**config.mk**
```make
export PLATFORM = sky130hd
export DESIGN_NAME = msm_bounds
export DESIGN_NICKNAME = d
export VERILOG_FILES = /design/src/hdl/multiple_stacks_shared_memory_macros.svh /design/src/hdl/msm_pkg.sv /design/src/hdl/msm_bounds.sv
export SDC_FILE = /design/constraint.sdc
export NUM_CORES = 1
export LEC_CHECK = 0
export BUFFER_PORTS_ARGS = -buffer_cell sky130_fd_sc_hd__buf_2
export CAP_MARGIN = 5
export CORE_ASPECT_RATIO = 1.2
export CORE_MARGIN = 2
export CORE_UTILIZATION = 45
export DETAILED_ROUTE_END_ITERATION = 8
export GPL_ROUTABILITY_DRIVEN = 0
export HOLD_SLACK_MARGIN = 0.08
export PLACE_DENSITY = 0.79
export SLEW_MARGIN = 20
export SYNTH_ARGS = -nofsm -noshare
export SYNTH_HDL_FRONTEND = slang
export SYNTH_SLANG_ARGS = --single-unit
export TNS_END_PERCENT = 10
```
**constraint.sdc**
```tcl
create_clock -name clk -period 9.75 [get_ports clk]
set_input_delay 1.4625 -clock clk [delete_from_list [all_inputs] [get_ports clk]]
set_output_delay 1.4625 -clock clk [all_outputs]
set_load 0.02 [all_outputs]
```
**src/hdl/multiple_stacks_shared_memory_macros.svh**
```systemverilog
// Assertion macros for the multiple-stacks block.
// Used by the top level only; expects clk and rst in scope.
`ifndef MULTIPLE_STACKS_SHARED_MEMORY_MACROS_SVH
`define MULTIPLE_STACKS_SHARED_MEMORY_MACROS_SVH

// antecedent implies consequent in the same cycle
`define MSM_ASSERT_NOW(lbl, ante, cons, msg) \
  lbl: assert property (@(posedge clk) disable iff (rst) (ante) |-> (cons)) else $error(msg);

// antecedent implies consequent in the next cycle
`define MSM_ASSERT_NEXT(lbl, ante, cons, msg) \
  lbl: assert property (@(posedge clk) disable iff (rst) (ante) |=> (cons)) else $error(msg);

`endif

```
**src/hdl/msm_pkg.sv**
```systemverilog
// Shared types and codes for the multiple-stacks block.
// No dependencies.
`default_nettype none

package msm_pkg;

  localparam int NUM_W = 4;
  localparam int IDX_W = 3;

  localparam logic OP_PUSH = 1'b0;
  localparam logic OP_POP  = 1'b1;

  typedef enum logic [1:0] {
    ST_OK     = 2'd0,
    ST_FULL   = 2'd1,
    ST_EMPTY  = 2'd2,
    ST_BADIDX = 2'd3
  } status_t;

  typedef struct packed {
    logic    pop_ok;
    status_t status;
  } res_t;

endpackage

`default_nettype wire

```
**src/hdl/msm_bounds.sv**
```systemverilog
// Stack count register and slice boundary table.
// Depends on msm_pkg.
`default_nettype none

module msm_bounds #(
  parameter int MEMORY_DEPTH = 256,
  parameter int STACK_LIMIT  = 8
) (
  input  logic                                            clk,
  input  logic                                            rst,
  input  logic                                            cfg_we,
  input  logic [msm_pkg::NUM_W-1:0]                       cfg_data,
  output logic [msm_pkg::NUM_W-1:0]                       cnt,
  output logic [STACK_LIMIT:0][$clog2(MEMORY_DEPTH+1)-1:0] bnd,
  output logic [STACK_LIMIT:0][$clog2(MEMORY_DEPTH+1)-1:0] bnd_next
);
  import msm_pkg::*;

  localparam int PW = $clog2(MEMORY_DEPTH + 1);
  localparam int MW = PW + 7;
  localparam int unsigned LimitEff = (STACK_LIMIT < 15) ? STACK_LIMIT : 15;
  localparam logic [NUM_W-1:0] LimitCnt = NUM_W'(LimitEff);
  localparam logic [PW-1:0] DepthP = PW'(MEMORY_DEPTH);

  logic [NUM_W-1:0]        cnt_next;
  logic [NUM_W-1:0]        clamped;
  logic [15:0][PW-1:0]     slice_tab;
  logic [PW-1:0]           slice;

  // slice size per count, worked out at elaboration
  for (genvar k = 0; k < 16; k++) begin : g_slice
    localparam int unsigned SliceK = MEMORY_DEPTH / ((k == 0) ? 1 : k);
    assign slice_tab[k] = PW'(SliceK);
  end

  always_comb begin
    clamped = cfg_data;
    if (cfg_data == '0) begin
      clamped = NUM_W'(1);
    end else if (cfg_data > LimitCnt) begin
      clamped = LimitCnt;
    end
    if (rst) begin
      cnt_next = NUM_W'(1);
    end else if (cfg_we) begin
      cnt_next = clamped;
    end else begin
      cnt_next = cnt;
    end
  end

  assign slice = slice_tab[cnt_next];
  assign bnd_next[0] = '0;

  for (genvar i = 1; i <= STACK_LIMIT; i++) begin : g_bnd
    logic [MW-1:0] prod;
    assign prod = MW'(slice) * MW'(i);
    assign bnd_next[i] = (7'(i) < {3'b000, cnt_next}) ? prod[PW-1:0] + PW'(1) : DepthP;
  end

  always_ff @(posedge clk) begin
    if (rst) begin
      cnt <= NUM_W'(1);
    end else begin
      cnt <= cnt_next;
    end
  end

  always_ff @(posedge clk) begin
    bnd <= bnd_next;
  end

endmodule

`default_nettype wire

```
* Yosys cells after proc, flatten, opt, wreduce, memory -nomap -nowiden
Memory sizes are Yosys's and may differ from the RTL's.
Cells that the tools add are included.
** Storage, ports and cells
- Output and inout bits :: 166
- Word-level logic and storage cells :: 46
- Memories :: 1
- Register bits after elaboration :: 76
- Input bits :: 7
- Memory bits (read-only) :: 144
** Memories
- (no name shown) :: words 16, width 9, rd ports 1, clocked after Yosys merged registers in 0, write ports 0, line msm_bounds.sv:52 : assign slice = slice_tab[cnt_next];
** Operators by class
- Mux-type cells :: 13
- $add $sub $neg :: 8
- $lt $le $gt $ge :: 10
- Reductions and logical operators :: 1
- Multiply operators :: 4
** Operators with widths (number)
- 9-bit two-way mux :: 9
- 9-bit by 1-bit adder with 9-bit output (second input constant) :: 8
- 9-bit by 3-bit multiplier with 9-bit output (second input constant) :: 2
- 3-bit by 4-bit less-than comparator with 1-bit output (first input constant) :: 4
- 4-bit two-way mux :: 4
- 9-bit by 2-bit multiplier with 8-bit output (second input constant) :: 1
- 9-bit by 2-bit multiplier with 9-bit output (second input constant) :: 1
- 2-bit by 4-bit less-than comparator with 1-bit output (first input constant) :: 2
- 4-bit by 5-bit less-than comparator with 1-bit output (second input constant) :: 1
- 4-bit greater-than comparator (second input constant) :: 1
- 4-bit logical NOT :: 1
- 1-bit by 4-bit less-than comparator with 1-bit output (first input constant) :: 1
- 4-bit less-than comparator (first input constant) :: 1

* Logic depth before layout (Yosys ltp)
- Word-level depth :: 10
- Gate-level depth with buffers :: 19
- Depth with buffers taken out :: 17

* Worst setup path after synthesis
No wires, ideal clock.
- Path kind :: in2out
- From :: in cfg_we
- To :: out bnd_next[70] (netlist bit)
- Required time :: 8.287 ns
- Buffers on the path :: 2
- Arrival time :: 5.048 ns
- Stages :: 19
- Path slack :: 3.239 ns
- Path through :: buf_6 -> nor2b_1 -> a22o_1 -> or2_2 -> inv_1 -> ha_1 -> inv_1 -> mux4_2 -> buf_6 -> inv_1 -> fa_1 -> inv_1 -> ha_1 -> a21o_1 -> a211oi_1 -> o21bai_1 -> a21oi_1 -> xor2_1 -> nor2_1
** RTL lines
- from (decl) :: line msm_bounds.sv:11 : input logic cfg_we,
- to (decl) :: line msm_bounds.sv:15 : output logic [STACK_LIMIT:0][$clog2(MEMORY_DEPTH+1)-1:0] bnd_next

==> results.md <==
- Die area: around 8600 um2
- Fmax: about 0.14 GHz
- Crit path DAT: a little under 6 ns
- Max_cap viols: 0
- Clk Latency, worst-skew pair: 0.36 ns
- CP Class: in2out
- Clock sinks: between 70 and 80
- Critical Path Max Stage Delay: 0.80 ns
- FF+latch count, synth: 73
- Unique masters post-synth: 57
- Gr ovfl total: 0
- Outcome: finished clean
- Hold buffer count at CTS: 0
- Total track usage: 0.206
- DIE WIDTH: 84.8 um
- Min Hold Slack: approximately 0.57 ns
- Row cnt: 35
- # resized after CTS: 0
- Pre-CTS WS: about 2.4 ns
- Final WL: about 8800 um
- Drc violations: 0
- Synth async-reset ratio: 0
- CP endpoint kind: output port
- Port bufs: 148
- Setup_tns: 0 ns
- Post-route cell area: around 4400 um2
- Most used DFF post-synth: dfxtp_1
- Sw frac: 0.341
- YS warnings: 0
- DP Area: around 4200 um2
- Final max-slew violation count: 0
- Hold Crit Class: reg2reg
- RSZ-0062 raised after global routing: no
- Cells after Synth: roughly 360
- Initial Util: 0.463
- Final-layout fill cell count: between 700 and 800
- Via count: approximately 3000
- DP Wirelength: about 7000 um
- CTS tree: yes
- Largest cells by area after synthesis: dfxtp_1, ha_1, nor2_1, buf_4, fa_1
- Via/cell ratio: between 4 and 5
- CP Launch Type: input pin
- Final nets: around 560
- Share of layout cells above drive strength 1: 0.346
- Gate power share: 0.229
- Iteration-0 DRC Markers: between 80 and 90
- Share of the synthesized area in the top cell type: 0.415
- Area Growth Syn to Fin: 25.3%
- CP cell instances: buf_2 > mux2i_1 > or2_1 > clkinv_1 > a32oi_1 > inv_1 > fa_1 > ha_1 > a211oi_1 > o21bai_1 > o31ai_1 > xnor2_1 > nand2_1 > buf_2
- Cell Area, Synth: about 3500 um2
- Clock share of power: 0.319
- Final Setup Violations: 0
- Diodes inserted: 0
- ANT nets after route: 0
- Root Driver: clkbuf_8
- Clock buffer depth: 2
- Syn Area/Cell: slightly below 10 um2
- WL per Instance: 14.4 um
- TritonCTS Buffers: 9
- CP top delay family: compound AO/OA/AOI/OAI gates
- Sequential power share: 0.452
- Post-CTS Setup Bufs: 0
- Clock transition at path regs: approximately 0.090 ns
- Core area: 7620 um2
- H-tree levels: 3
- Cell taking the most area after synthesis: dfxtp_1
- Final worst clock skew: approximately 0.013 ns
- Peak VDD IR: between 0.1 and 0.15 mV
- Final Core Density: 0.580
- Most common cell after layout, fill and taps aside: buf_2
- Maximum fanout along the worst path: 16
- Post-layout min period: 7.35 ns
- Sequential-to-total area share from yosys stat: 0.415
- I/O Pins: roughly 170
- P_leak: roughly 0.0025 uW
- Most used cell, CP: buf_2
- Drt pass-1 iters: 4
- Largest net degree at the start of global routing: 17
- Global-route wire length before repair: between 10000 and 15000 um
- Final worst-path cycle share: 0.753
- Slew @ Worst Pin: a little under 0.9 ns
- Relative slew slack: 0.418
- R2R Setup Slk: approximately 5.3 ns
- Final hold violations: 0
- Worst setup margin: between 2 and 2.5 ns
- Post-synth EDFFs: 0
- Crit path max-delay cell type: a32oi_1
- Worst path required time: ~8.3 ns
- Vias in the first global route: approximately 2900
- Crit path buffers/inverters: 4
- Initial antenna violation count: 0
- PD cells: 158 nW/um2
- Most frequent cells in the layout: buf_2, dfxtp_1, nor2_1
- Die H: about 100 um
- Switching power: 238 uW
- Int Power: approximately 460 uW
==> cell usage after synthesis, types with 2 or more instances <==
cell,n
o21ai_0,13
nand3_1,4
nor3_1,4
o31ai_1,3
o21bai_1,4
dfxtp_1,73
buf_4,24
clkbuf_1,3
a31oi_1,2
a211oi_1,4
nor2_1,54
nand2b_1,4
xor2_1,10
xnor2_1,16
o21ai_1,2
inv_1,30
nand2_1,11
fa_1,7
buf_6,3
ha_1,32
and2_1,4
a21o_1,7
or2_2,2
nor2b_1,5
a21oi_1,9
==> metrics by stage <==
stage / power [uW] / instances
CTS: 705 / 609
finish: 696 / 609
global route: 733 / 609
global placement: 478 / 593
detailed placement: 481 / 593
floorplan: 444 / 385
==> cell type report <==
cell class | instances | area, um2 | share of cell area
clock inverter | 7 | 61.3 | 0.0139
sequential | 73 | 1460 | 0.331
tap | 92 | 115 | 0.0261
clock buffer | 9 | 124 | 0.0280
inverter | 33 | 129 | 0.0292
multi-input combinational | 247 | 1790 | 0.404
timing repair buffer | 148 | 741 | 0.168
==> power groups by stage <==
stage	registers [uW]	logic, uW	clock network, uW
global placement	322	156	0
CTS	315	160	230
finish	315	160	222
detailed placement	322	159	0
floorplan	339	104	0
global route	316	175	242
==> layer usage <==
| layer | wire length, um | part of all wire | vias to the layer above | global-route usage |
|---|---|---|---|---|
| met4 | 153 | 0.017 | 0 | 0.0745 |
| li1 | - | - | 1436 | - |
| met3 | 852 | 0.097 | 15 | 0.0606 |
| met2 | 4550 | 0.52 | 170 | 0.379 |
| met5 | 0 | 0 | - | 0 |
| met1 | 3250 | 0.37 | 1378 | 0.223 |
==> tightest hold or removal path: cells and delay by family, from the launching register on <==
family          cells  cell delay (ns)
compound gates      1             0.13
flops               1             0.35
buf+inv             1             0.07
==> cell families (layout without fill, tap and decap cells) <==
family	Yosys count	in the layout	share of synthesized area
flip-flops	73	73	0.415
buffers and inverters	65	197	0.103
other	1	24	0.00106
AND/OR/NAND/NOR	96	96	0.127
XOR/XNOR	27	27	0.0710
adder cells (fa/ha/maj)	39	39	0.153
AO/OA/AOI/OAI	57	57	0.114
multiplexers	4	4	0.0163
==> registers in the layout, indices dropped and copies added, names as in the netlist <==
| signal | flops |
|---|---|
| cnt | 4 |
| bnd | 69 |
==> worst paths after layout <==
kind	startpoint	endpoint	cells past startpoint
hold reg to reg	cnt[1]$_SDFF_PP0_	cnt[1]$_SDFF_PP0_	2
setup reg to reg	cnt[3]$_SDFF_PP0_	bnd[71]$_DFF_P_	12
setup / recovery	cfg_we	bnd_next[71]	14
hold / removal	cnt[1]$_SDFF_PP0_	cnt[1]$_SDFF_PP0_	2
Power figures use the tool's default switching activity.
