$ cat src/hdl/multiple_stacks_shared_memory_macros.svh
// Assertion macros for the multiple-stacks block.
// Used by the top level only; expects clk and rst in scope.
`ifndef MULTIPLE_STACKS_SHARED_MEMORY_MACROS_SVH
`define MULTIPLE_STACKS_SHARED_MEMORY_MACROS_SVH

// antecedent implies consequent in the same cycle
`define MSM_ASSERT_NOW(lbl, ante, cons, msg) \
  lbl: assert property (@(posedge clk) disable iff (rst) (ante) |-> (cons)) else $error(msg);

// antecedent implies consequent in the next cycle
`define MSM_ASSERT_NEXT(lbl, ante, cons, msg) \
  lbl: assert property (@(posedge clk) disable iff (rst) (ante) |=> (cons)) else $error(msg);

`endif

$ cat src/hdl/msm_pkg.sv
// Shared types and codes for the multiple-stacks block.
// No dependencies.
`default_nettype none

package msm_pkg;

  localparam int NUM_W = 4;
  localparam int IDX_W = 3;

  localparam logic OP_PUSH = 1'b0;
  localparam logic OP_POP  = 1'b1;

  typedef enum logic [1:0] {
    ST_OK     = 2'd0,
    ST_FULL   = 2'd1,
    ST_EMPTY  = 2'd2,
    ST_BADIDX = 2'd3
  } status_t;

  typedef struct packed {
    logic    pop_ok;
    status_t status;
  } res_t;

endpackage

`default_nettype wire

$ cat src/hdl/msm_ctrl.sv
// Top pointers and per-request push/pop decision.
// Depends on msm_pkg; boundaries come from msm_bounds.
`default_nettype none

module msm_ctrl #(
  parameter int MEMORY_DEPTH = 256,
  parameter int STACK_LIMIT  = 8
) (
  input  logic                                            clk,
  input  logic                                            rst,
  input  logic                                            cfg_we,
  input  logic                                            acc,
  input  logic                                            operation,
  input  logic [msm_pkg::IDX_W-1:0]                       stack_index,
  input  logic [msm_pkg::NUM_W-1:0]                       cnt,
  input  logic [STACK_LIMIT:0][$clog2(MEMORY_DEPTH+1)-1:0] bnd,
  input  logic [STACK_LIMIT:0][$clog2(MEMORY_DEPTH+1)-1:0] bnd_next,
  output msm_pkg::res_t                                   res,
  output logic                                            mem_we,
  output logic                                            mem_re,
  output logic [$clog2(MEMORY_DEPTH)-1:0]                 mem_addr
);
  import msm_pkg::*;

  localparam int PW  = $clog2(MEMORY_DEPTH + 1);
  localparam int AW  = $clog2(MEMORY_DEPTH);
  localparam int IW  = $clog2(STACK_LIMIT);
  localparam int BIW = $clog2(STACK_LIMIT + 1);
  localparam logic [PW-1:0] DepthP = PW'(MEMORY_DEPTH);

  logic [STACK_LIMIT-1:0][PW-1:0] tops;
  logic [6:0]    idx_x;
  logic [6:0]    idx_p1;
  logic [PW-1:0] t;
  logic [PW-1:0] t_inc;
  logic [PW-1:0] t_dec;
  logic [PW-1:0] lo;
  logic [PW-1:0] hi;
  logic [PW-1:0] t_upd;

  assign idx_x  = {4'b0000, stack_index};
  assign idx_p1 = idx_x + 7'd1;
  assign t      = tops[idx_x[IW-1:0]];
  assign lo     = bnd[idx_x[BIW-1:0]];
  assign hi     = bnd[idx_p1[BIW-1:0]];
  assign t_inc  = t + PW'(1);
  assign t_dec  = t - PW'(1);

  always_comb begin
    res.pop_ok = 1'b0;
    res.status = ST_OK;
    t_upd      = t;
    if ({1'b0, stack_index} >= cnt) begin
      res.status = ST_BADIDX;
    end else if (operation == OP_PUSH) begin
      if (t >= hi || t >= DepthP) begin
        res.status = ST_FULL;
      end else begin
        t_upd = t_inc;
      end
    end else begin
      if (t <= lo || t == '0 || t > DepthP) begin
        res.status = ST_EMPTY;
      end else begin
        res.pop_ok = 1'b1;
        t_upd      = t_dec;
      end
    end
  end

  assign mem_we   = acc && res.status == ST_OK && operation == OP_PUSH;
  assign mem_re   = acc && res.pop_ok;
  assign mem_addr = (operation == OP_PUSH) ? t[AW-1:0] : t_dec[AW-1:0];

  always_ff @(posedge clk) begin
    if (rst || cfg_we) begin
      for (int i = 0; i < STACK_LIMIT; i++) begin
        tops[i] <= bnd_next[i];
      end
    end else if (acc && res.status == ST_OK) begin
      tops[idx_x[IW-1:0]] <= t_upd;
    end
  end

endmodule

`default_nettype wire
$ cat config.mk
export PLATFORM = sky130hd
export DESIGN_NAME = msm_ctrl
export DESIGN_NICKNAME = d
export VERILOG_FILES = /design/src/hdl/multiple_stacks_shared_memory_macros.svh /design/src/hdl/msm_pkg.sv /design/src/hdl/msm_ctrl.sv
export SDC_FILE = /design/constraint.sdc
export NUM_CORES = 1
export LEC_CHECK = 0
export ABC_AREA = 1
export BUFFER_PORTS_ARGS = -buffer_cell sky130_fd_sc_hd__buf_2
export CORE_UTILIZATION = 40
export CTS_BUF_LIST = sky130_fd_sc_hd__clkbuf_4 sky130_fd_sc_hd__clkbuf_8 sky130_fd_sc_hd__clkbuf_16
export DETAILED_ROUTE_END_ITERATION = 6
export SLEW_MARGIN = 20
export SYNTH_ARGS = -nofsm -noshare
export SYNTH_HDL_FRONTEND = slang
export SYNTH_SLANG_ARGS = --single-unit
$ cat constraint.sdc
create_clock -name clk -period 12.99 [get_ports clk]
set_input_delay 1.9485 -clock clk [delete_from_list [all_inputs] [get_ports clk]]
set_output_delay 1.9485 -clock clk [all_outputs]
set_load 0.02 [all_outputs]
Yosys cells after proc, flatten, opt, wreduce, memory -nomap -nowiden. Cells that the tools add are included.

Flip-flop bits (word level): 72.

Add/sub/neg operators: 3. Magnitude comparators: 9. Mux-type cells: 23. Bitwise logic cells: 1. Reductions and logical operators: 11.

Operator list (count): 72-bit two-way mux (2); 72-bit bitwise mux (1); 9-bit two-way mux (8); 9-bit binary-select mux with 3-bit select (2); 9-bit binary-select mux with 4-bit select (1); 9-bit demux with 3-bit select (1); 9-bit by 1-bit adder with 9-bit output, second input constant (1); 9-bit >= comparator (1); 9-bit >= comparator, second input constant (1); 9-bit > comparator, second input constant (1); 9-bit <= comparator (1); 9-bit zero test (1); 9-bit by 1-bit subtractor with 9-bit output, second input constant (1); 8-bit two-way mux (1); 2-bit two-way mux (3); 3-bit by 5-bit < comparator with 1-bit output, second input constant (1); 4-bit by 5-bit < comparator with 1-bit output, second input constant (1); 3-bit by 1-bit adder with 4-bit output, second input constant (1); 3-bit by 4-bit >= comparator with 1-bit output (1); 1-bit logical AND (4); 1-bit logical OR (4); 3-bit by 4-bit < comparator with 1-bit output, second input constant (1); 1-bit two-way mux (4); 3-bit by 1-bit >= comparator with 1-bit output, second input constant (1); other kinds (3) (3).

Logic depth before layout (Yosys ltp).
Word-level depth: 12. Mapped depth: 29.

Worst setup path after synthesis. Ideal clock, no wire load.

Kind: input port to output port. Start: in stack_index[0] in the netlist's numbering. End: out mem_we. Arrival: 4.763 ns. Data required time: 11.041 ns. Slack: 6.278 ns. Cell stages on the path: 22. Buffers on the path: 6. Path through: buf_6 buf_4 buf_4 clkbuf_1 clkbuf_1 o21ai_0 o211ai_1 o211ai_1 o21ai_0 inv_1 ha_1 a21o_1 nor2_1 nand4_1 nor2_1 buf_4 nor2_1 inv_1 nand3_4 inv_4 nand3_1 inv_1.

Longest elaborated chain between the ends: 11. Elaborated cells on any way between the ends: 23. Classes of those cells: add/sub: 1; order compare: 5; mux: 10; reduce/logical: 7.

Ends and longest elaborated chain: from (decl) (line msm_ctrl.sv:14) `input logic [msm_pkg::IDX_W-1:0] stack_index,`; 3-bit by 1-bit adder with 4-bit output (tied with other cells) (line msm_ctrl.sv:42) `assign idx_p1 = idx_x + 7'd1;`; 9-bit binary-select mux with 4-bit select (tied with other cells) (line msm_ctrl.sv:45) `assign hi = bnd[idx_p1[BIW-1:0]];`; 9-bit two-way mux (not written as such) (tied with other cells) (line msm_ctrl.sv:45); 9-bit >= comparator or 1-bit logical OR (tied branches) (line msm_ctrl.sv:56, msm_ctrl.sv:62); 1-bit logical OR, on equally long branches (line msm_ctrl.sv:56, msm_ctrl.sv:62); 1-bit two-way mux or 2-bit two-way mux (tied branches) (line msm_ctrl.sv:56, msm_ctrl.sv:62); 2-bit two-way mux (line msm_ctrl.sv:55) `end else if (operation == OP_PUSH) begin`; 2-bit two-way mux * (line msm_ctrl.sv:53) `if ({1'b0, stack_index} >= cnt) begin`; 2-bit zero test * (line msm_ctrl.sv:71) `assign mem_we = acc && res.status == ST_OK && operation == OP_PUSH;`; 1-bit logical AND * (2 in series) (line msm_ctrl.sv:71); to (decl) (line msm_ctrl.sv:19) `output logic mem_we,`.

Mark *: on every way between the ends. The rest lies on a longest branch, timed or not. The select of a mux whose other input is x is not followed.

Final worst setup path. Same ends and word-level chain as after synthesis.

==> impl_metrics.json <==
{
  "outcome": "finished, final reports clean",
  "ys_async_sr_fraction": 0,
  "postSynthNetCount": 1206,
  "power_density_nw_per_um2": 107.3,
  "place.gp.congestion": 0.9209,
  "reg.largest.list": "tops: 72 flops",
  "period_share": 0.6594,
  "clk_latency_ns": 0.33,
  "antenna_found_initial": 2,
  "reg2reg_slack_ns": 8.75,
  "top_register": "tops",
  "setup_viol": 0,
  "finalWirelength_um": 22850,
  "die_area_um2": 17290,
  "total_power_mw": 0.8578,
  "yosys_register_bits": 72,
  "slew_violations": 0,
  "drive_above_1_share": 0.2094,
  "worstPathMaxFanout": 74,
  "syn_area_per_cell_um2": 6.654,
  "cts_resized": 0,
  "fin_tns_setup_ns": 0,
  "worstSetupStartpoint": "stack_index[0]",
  "path_clk_slew_ns": 0.06,
  "max_slew_margin": 0.3078,
  "grt_overflow": 0,
  "cts_max_level": 3,
  "synth_edf_count": 72,
  "grt_pass1_vias": 6788,
  "place.port_buffers": 177,
  "synth.cell_area_um2": 6708,
  "yosys_warnings": 0,
  "cts.sinks": 72,
  "post_dp_cell_area_um2": 7680,
  "worst_setup_path_end_kind": "output pin",
  "root_buffer": "clkbuf_16",
  "utilization": 0.4962,
  "reg2reg_depth": 18,
  "cts_made_buffers": 9,
  "syn_inst": 1008,
  "post_cts_buffers": 0,
  "synth.most_common_cell": "nand2_1",
  "synth_ff_type": "edfxtp_1",
  "r2r_start": "tops[5]",
  "min_period_ns": 8.566,
  "reg2reg_to": "tops[11]",
  "vias": 7351,
  "grt_usage": 0.2647,
  "ios": 187,
  "maxCapViolCount": 0,
  "grt_pass1_wl_um": 35890,
  "required_ns": 11.04,
  "skew_ns": 0.008376,
  "die_w_um": 131.5,
  "largest_register_ffs": 72,
  "power_leakage_nw": 4.111,
  "dp_hpwl_um": 17060,
  "synth_top_cell_area_share": 0.3223,
  "ctsHoldBuffers": 0,
  "first_pass_iters": 6,
  "worstMarginPinSlew_ns": 1.031,
  "synth_top_area_cell": "edfxtp_1",
  "nNetsFinal": 1359,
  "wl_per_cell_um": 16.52,
  "area_growth_syn_to_layout_pct": 19.21,
  "coreArea_um2": 16120,
  "ir_worst_vdd_mv": 0.05049,
  "die_h_um": 131.5,
  "routed_via_density": 5.315,
  "worst_setup_path_start_kind": "input port",
  "drt_iter0_drc": 672,
  "endpoint": "mem_we",
  "min_path_cells": 8,
  "synth_area_leaders": "edfxtp_1 (32%), nand2_1 (20%), inv_1 (7.4%)",
  "dp_cells": 1366,
  "route.detailed.drc": 0,
  "clk_path_buf_depth": 2,
  "grt_setup_unrepaired": "false",
  "finalHoldViolCount": 0,
  "hp-class": "reg -> reg",
  "path_class": "in -> out",
  "synth-seq-area-share": 0.3223,
  "max_freq_mhz": 116.7,
  "synthTopCellsByCount": "nand2_1 (365), inv_1 (133), nand3_1 (96)",
  "layout.cells.non_filler": 1383,
  "yosys.cell_types.count": 43,
  "worstPathArrival_ns": 6.62,
  "drtAntennaViolNets": 0,
  "rows": 46,
  "grt_max_degree": 81,
  "cts_tree": "built",
  "final_area_um2": 7996,
  "start_util": 0.4162
}
[how the worst min path moves through the flow]
stage	endpoint	from
2_1_floorplan	tops[11]	tops[38]
3_3_place_gp	tops[47]	tops[56]
3_5_place_dp	tops[47]	tops[56]
4_1_cts	tops[47]	tops[56]
5_1_grt	tops[65]	tops[56]
6_report	tops[47]	tops[56]
[worst max-delay path, stage by stage]
cell and delay, ns:
buf_2 0.42, inv_4 0.42, nor2_1 0.69, inv_1 0.50, o211ai_1 0.36, o21ai_0 0.16, inv_1 0.09, ha_1 0.25
a21o_1 0.18, nor2_1 0.10, nand4_1 0.17, nor2_1 0.55, nor2_1 0.08, inv_1 0.16, nand3_4 0.10, inv_4 0.09
nand3_1 0.07, inv_1 0.06, buf_2 0.15
[power by group]
part	internal, mW	switching (mW)
Sequential	0.284	0.00548
Combinational	0.0996	0.209
Clock	0.166	0.0934
Total	0.550	0.308
[routing by layer]
metal / global-route usage / wire, um / share of wire
met2: 0.4295 / 10460 / 0.46
met3: 0.02701 / 1840 / 0.081
met5: 0 / 0 / 0
met1: 0.3712 / 10130 / 0.44
met4: 0.07494 / 412 / 0.018
[cell families (layout without fill, tap and decap cells)]
kind of cell / Yosys count / in the layout / synth area share
AND/OR/NAND/NOR: 571 / 571 / 0.3710
buffers and inverters: 178 / 335 / 0.1110
AO/OA/AOI/OAI: 159 / 159 / 0.1457
flip-flops: 72 / 72 / 0.3223
adder cells (fa/ha/maj): 24 / 24 / 0.04477
XOR/XNOR: 4 / 4 / 0.005224
other: 0 / 2 / 0
[through the flow]
stage	hold WS, ns	setup slack [ns]
after floorplan	0.8954	6.278
after global placement	0.9950	4.608
after detailed placement	1.007	4.589
after CTS	1.017	4.584
after global routing	1.126	4.050
final	1.026	4.424
[cells in the final DEF (no fill, tap or decap), types with 14 or more instances in the layout]
master / n
a21oi_1: 31
buf_2: 177
edfxtp_1: 72
ha_1: 24
inv_1: 133
nand2_1: 365
nand2_2: 14
nand3_1: 96
nand4_1: 19
nor2_1: 54
o211ai_1: 15
o21ai_0: 58
[area by class of cell]
class / instances / area [um^2]
diodes: 2 / 5.005
inverters: 140 / 531.8
clock inverters: 6 / 85.08
clock buffers: 9 / 225.2
repair buffers: 180 / 908.4
well taps: 216 / 270.3
flip-flops and latches: 72 / 2162
multi-input cells: 758 / 3809
fillers: 1709 / 8119
No activity file was read; power rests on OpenSTA's default activity.
